### config.mk
export PLATFORM = sky130hd
export DESIGN_NAME = trbs_ctrl
export DESIGN_NICKNAME = d
export VERILOG_FILES = /design/src/sv/trbs_pkg.sv /design/src/sv/trbs_ctrl.sv
export SDC_FILE = /design/constraint.sdc
export NUM_CORES = 1
export LEC_CHECK = 0
export ABC_AREA = 1
export BUFFER_PORTS_ARGS = -buffer_cell sky130_fd_sc_hd__buf_2
export CAP_MARGIN = 10
export CORE_AREA = 5 5 42 44
export DETAILED_ROUTE_END_ITERATION = 12
export DIE_AREA = 0 0 47 49
export GPL_TIMING_DRIVEN = 0
export SYNTH_ARGS = -nofsm -noshare
export SYNTH_HDL_FRONTEND = slang
export SYNTH_SLANG_ARGS = --single-unit
### constraint.sdc
create_clock -name i_clk -period 0.95 [get_ports i_clk]
set_input_delay 0.19 -clock i_clk [delete_from_list [all_inputs] [get_ports i_clk]]
set_output_delay 0.19 -clock i_clk [all_outputs]
set_load 0.1 [all_outputs]
### src/sv/trbs_pkg.sv
// shared types and constants for the tied rank binary search block
`timescale 1ns / 1ps

package trbs_pkg;

    localparam int MAX_ENTRIES = 262144;
    localparam int ADDR_W      = $clog2(MAX_ENTRIES);
    localparam int LEN_W       = ADDR_W + 1;
    localparam int SCORE_W     = 32;
    localparam int RANK_W      = 19;

    localparam logic [LEN_W-1:0] LEN_MIN = LEN_W'(2);
    localparam logic [LEN_W-1:0] LEN_MAX = LEN_W'(MAX_ENTRIES);

    localparam logic CMD_WRITE = 1'b0;
    localparam logic CMD_QUERY = 1'b1;

    typedef enum logic [2:0] {
        S_IDLE,
        S_CHECK,
        S_MID,
        S_LO,
        S_HI,
        S_FIN,
        S_DONE
    } t_state;

    typedef enum logic [1:0] {
        RD_MID,
        RD_LO,
        RD_HI
    } t_rd_sel;

    typedef enum logic [1:0] {
        LO_HOLD,
        LO_MID,
        LO_INC
    } t_lo_op;

    typedef enum logic [1:0] {
        HI_HOLD,
        HI_MID,
        HI_DEC
    } t_hi_op;

    typedef enum logic [1:0] {
        RES_TIED,
        RES_HI,
        RES_LO
    } t_res_op;

    typedef struct packed {
        logic    in_ready;
        logic    wr_en;
        logic    init;
        logic    rd_en;
        t_rd_sel rd_sel;
        t_lo_op  lo_op;
        t_hi_op  hi_op;
        logic    res_load;
        t_res_op res_op;
        logic    out_load;
    } t_ctrl;

    typedef struct packed {
        logic span_one;
        logic eq;
        logic gt;
        logic lt;
        logic out_busy;
    } t_stat;

endpackage

### src/sv/trbs_ctrl.sv
// search controller state machine
`timescale 1ns / 1ps

module trbs_ctrl
    import trbs_pkg::*;
(
    input  logic  i_clk,
    input  logic  i_rst_n,
    input  logic  i_valid,
    input  logic  i_cmd,
    input  t_stat i_stat,
    output t_ctrl o_ctrl
);

    t_state r_state;
    t_state n_state;

    always_ff @(posedge i_clk) begin
        if (!i_rst_n) begin
            r_state <= S_IDLE;
        end else begin
            r_state <= n_state;
        end
    end

    always_comb begin
        n_state = r_state;
        unique case (r_state)
            S_IDLE: begin
                if (i_valid && i_cmd == CMD_QUERY) begin
                    n_state = S_CHECK;
                end
            end
            S_CHECK: begin
                n_state = i_stat.span_one ? S_FIN : S_MID;
            end
            S_MID: begin
                n_state = i_stat.eq ? S_LO : S_CHECK;
            end
            S_LO: begin
                n_state = i_stat.eq ? S_HI : S_CHECK;
            end
            S_HI: begin
                n_state = i_stat.eq ? S_DONE : S_CHECK;
            end
            S_FIN: begin
                n_state = S_DONE;
            end
            S_DONE: begin
                if (!i_stat.out_busy) begin
                    n_state = S_IDLE;
                end
            end
            default: begin
                n_state = S_IDLE;
            end
        endcase
    end

    always_comb begin
        o_ctrl = '{
            in_ready: 1'b0, wr_en: 1'b0, init: 1'b0, rd_en: 1'b0, rd_sel: RD_MID,
            lo_op: LO_HOLD, hi_op: HI_HOLD, res_load: 1'b0, res_op: RES_LO,
            out_load: 1'b0
        };
        unique case (r_state)
            S_IDLE: begin
                o_ctrl.in_ready = 1'b1;
                o_ctrl.wr_en    = i_valid && i_cmd == CMD_WRITE;
                o_ctrl.init     = i_valid && i_cmd == CMD_QUERY;
            end
            S_CHECK: begin
                o_ctrl.rd_en  = 1'b1;
                o_ctrl.rd_sel = i_stat.span_one ? RD_HI : RD_MID;
            end
            S_MID: begin
                priority if (i_stat.eq) begin
                    o_ctrl.rd_en  = 1'b1;
                    o_ctrl.rd_sel = RD_LO;
                end else if (i_stat.gt) begin
                    o_ctrl.lo_op = LO_MID;
                end else begin
                    o_ctrl.hi_op = HI_MID;
                end
            end
            S_LO: begin
                if (i_stat.eq) begin
                    o_ctrl.rd_en  = 1'b1;
                    o_ctrl.rd_sel = RD_HI;
                end else begin
                    o_ctrl.lo_op = LO_INC;
                end
            end
            S_HI: begin
                if (i_stat.eq) begin
                    o_ctrl.res_load = 1'b1;
                    o_ctrl.res_op   = RES_TIED;
                end else begin
                    o_ctrl.hi_op = HI_DEC;
                end
            end
            S_FIN: begin
                o_ctrl.res_load = 1'b1;
                o_ctrl.res_op   = i_stat.lt ? RES_HI : RES_LO;
            end
            S_DONE: begin
                o_ctrl.out_load = !i_stat.out_busy;
            end
            default: begin
                o_ctrl.in_ready = 1'b0;
            end
        endcase
    end

endmodule

# After elaboration in Yosys (flattened, before gate mapping)
# Index checks and enable logic that the tools add are counted.
# totals
reg_bits,3
inputBits,9
out_inout_bits,14
wordCells,38
# op_classes
n_eq_ne,8
mux,23
n_bitwise,1
reduce_logical,5
# op_table
operator,n
two-way mux 3 bit,8
one-hot mux 3 bit (7 select lines),1
two-way mux 2 bit,5
"equality test 3 bit, second input constant",3
one-hot mux 3 bit (3 select lines),1
one-hot mux 2 bit (2 select lines),2
"equality test 3 x 2 -> 1 bit, second input constant",2
one-hot mux 3 bit (2 select lines),1
two-way mux 1 bit,4
two-way mux 4 bit,1
"inequality test 2 bit, second input constant",2
"equality test 3 x 1 -> 1 bit, second input constant",1
logical NOT 3 bit,1
logical AND 1 bit,2
AND reduction 2 bit,1
logical NOT 1 bit,1
NOT 1 bit,1

# Depth between registers and ports, before layout
# depth
depth_word,3
depth_mapped,7
depth_no_buf,6

# Worst setup path after synthesis
# OpenSTA, ideal clock, no wires.
# synth_path
path_type,reg-to-output
startpoint,reg r_state[0]
endpoint,out o_ctrl[12] (netlist bit)
t_arrival_ps,2799
t_required_ps,760
setup_slack_ps,-2039
path_stages_with_launch,7
n_path_buf,1
path_cell_list,dfxtp_1 > buf_2 > inv_4 > nand2_2 > nor2_2 > nand2_1 > nor2_1
# synth_rtl
item,line_no,source
start: declaration,trbs_ctrl.sv:15,t_state r_state;
start signal: assignment,trbs_ctrl.sv:22,r_state <= n_state;
end: declaration,trbs_ctrl.sv:12,output t_ctrl o_ctrl

==> out/metrics.yaml <==
sta:
  fmax_mhz: 677
  report.final.slew_viol_count: 0
  final-hold-violation-count: 0
  period_minus_slack_ps: 1480
  rsz0062_at_grt: "yes"
  worst_pin_slew_ps: 270
  relSlewSlack_pct: 81.9
  setup_viol_count_final: 17
  timing.final.ws_setup_ps: -527
  layout_worst_path_cycle_share_pct: 155
  finClkSkew_ps: 0.361
detailed_routing:
  routed_wirelength_um: 1370
  initialDrtViolationCount: 7
  ant_nets: 0
  drt_drc_violations_left: 0
  avgViaCountPerCell: 4.60
  dr.pass1.iters: 3
  wl_per_cell_um: 12.4
  num_vias: 511
cts:
  htree_levels: 1
  clk_latency_ps: 230
  cts_buffers: 3
  clkSinkCount: 3
  clockRootBuffer: "clkbuf_4"
  clk_pin_slew_ps: 30
  cts_tree: "done"
  clock_path_buffers: 2
critical_path:
  path_cells: "buf_6, inv_8, nand2_8, nor2_4, nand2_2, nor2_4, buf_12"
  crit_fanout: 6
  critical_path.max_stage_delay_ps: 310
  cp_common_cell: "nor2_4"
  arrival_ps: 1290
  cpMaxStageDelayCell: "dfxtp_2"
  startpoint_type: "register"
  critPathKind: "register to primary output"
  endpoint_kind: "primary output"
  path_buf_inv: 3
  path_delay_family: "buffers and inverters"
  required_ps: 760
  ff2ff_setup_slack_ps: -230
logic_synthesis:
  yosys.cell_count.top_type: "nor2_1"
  yosysWarnings: 0
  syn_area_per_cell_um2: 5.99
  netlist_top_cells_count: "nor2_1 (8), inv_1 (7), nand2_1 (7)"
  syn_area_um2: 342
  asyncSetResetFlopFracSynth_pct: 0
  synthDistinctLibCells: 19
  yosysSeqAreaShare_pct: 17.6
  ys_ff_latch: 3
  postSynthCellCount: 57
  yosys_most_used_dff: "dfxtp_1"
  yosys-top-cells-area: "dfxtp_1 (18%), nand3_1 (8.8%), nor2_1 (8.8%)"
  synth_nets: 66
  synth-edff-count: 0
  synth_top_area_share_pct: 17.6
  synth_area_leader_cell: "dfxtp_1"
floorplanning:
  std_cell_rows: 14
  die_area_mm2: 0.00230
  die_x_um: 47
  core_mm2: 0.00140
  die_h_um: 49
  ios: 23
  start_util_pct: 24.4
power:
  leakagePower_uw: 0.000461
  total_power_uw: 1710
  powerDensity_mw_per_mm2: 1660
  swShare_pct: 54.0
  seqPwrFrac_pct: 10.0
  ir_drop_uv: 1140
  clkPwrFrac_pct: 12.7
  switchingPower_uw: 924
  p_comb_share_pct: 77.3
  internal_power_uw: 787
finish:
  area_growth_pct: 201
  top_register: "r_state"
  final_util_pct: 73.4
  drive_gt1_share_pct: 82.1
  reg_top3: "r_state x3"
  finalNonFillerCells: 111
  largest_reg_flops: 3
  fin_nets: 105
  antenna_cells: 0
status:
  violations: "negative setup slack"
  status: "finished with violations"
global_routing:
  grt_max_degree: 9
  grt_pass1_vias: 519
  grt.total_usage_pct: 12.3
  grt_pass1_wl_um: 2140
  antenna_found_initial: 0
  gr-total-overflow: 0
placement:
  dp.cells: 95
  portBuffers: 22
  dp_hpwl_um: 826
  place.gp.congestion: 0.675
min_path:
  hold_class: "input port to register"
job:
  cap_violations: 0
-- power by group through the flow --
stage	registers (µW)	clock network, µW	logic (µW)
2_1_floorplan	164	0	808
3_3_place_gp	167	0	922
3_5_place_dp	167	0	925
4_1_cts	165	232	1180
5_1_grt	172	252	1390
6_report	171	217	1320
-- final timing paths --
| kind | start | to | cells past startpoint |
|---|---|---|---|
| worst min register to register | r_state[1] | r_state[0] | 4 |
| worst min-delay path | i_rst_n | r_state[2] | 3 |
| worst max register to register | r_state[1] | r_state[2] | 6 |
| worst max-delay path | r_state[0] | o_ctrl[12] | 7 |
-- cell families after synthesis --
logic type	count (synthesis)	synth area share, %
AOI/OAI and AO/OA	2	2.93
DFF	3	17.6
buffers and inverters	15	21.2
and+or+nand+nor	37	58.2
-- through the flow --
step | cell area (µm²) | setup TNS (ps) | worst slack (ps) | hold WS (ps)
2_1_floorplan | 485 | -6330 | -955 | 315
3_3_place_gp | 616 | -6690 | -534 | 441
3_5_place_dp | 616 | -6770 | -550 | 438
4_1_cts | 926 | -7270 | -516 | 193
5_1_grt | 1030 | -8480 | -602 | 193
6_report | 1030 | -7380 | -527 | 195
-- repair_timing --
action,in CTS,in global routing
pin swaps,10,13
endpoints found under the setup margin,17,17
gates resized for setup,59,19
hold buffers,0,0
buffers inserted,8,5
-- area by class of cell --
class / instances / area (µm²)
well taps: 16 / 20.0
flip-flops and latches: 3 / 66.3
inverters: 13 / 98.8
clock buffers: 4 / 26.3
plain buffers: 2 / 26.3
fillers: 98 / 373
multi-input cells: 39 / 378
repair buffers: 34 / 413
-- cells in the final DEF (no fill, tap or decap), types with 3 or more instances in the layout --
master	n
buf_4	9
buf_6	5
nor2_1	3
nand2_1	4
inv_1	4
buf_12	13
nor2_4	7
buf_2	8
nand4_1	4
nand3_2	5
nor2_2	3
clkbuf_4	3
-- worst register-to-register path: cells and delay by family (launching register included) --
kind,cells,cell delay (ps)
buf+inv,2,370
simple gates,4,420
flops,1,320
-- metal layers --
metal	vias to the layer above	global-route usage (%)	part of all wire, %
li1	257	-	-
met1	239	15.1	39
met2	15	19.7	55
met3	0	3.69	5.3
met4	0	4.15	0
met5	-	0	0
(Power assumes the default switching activity.)
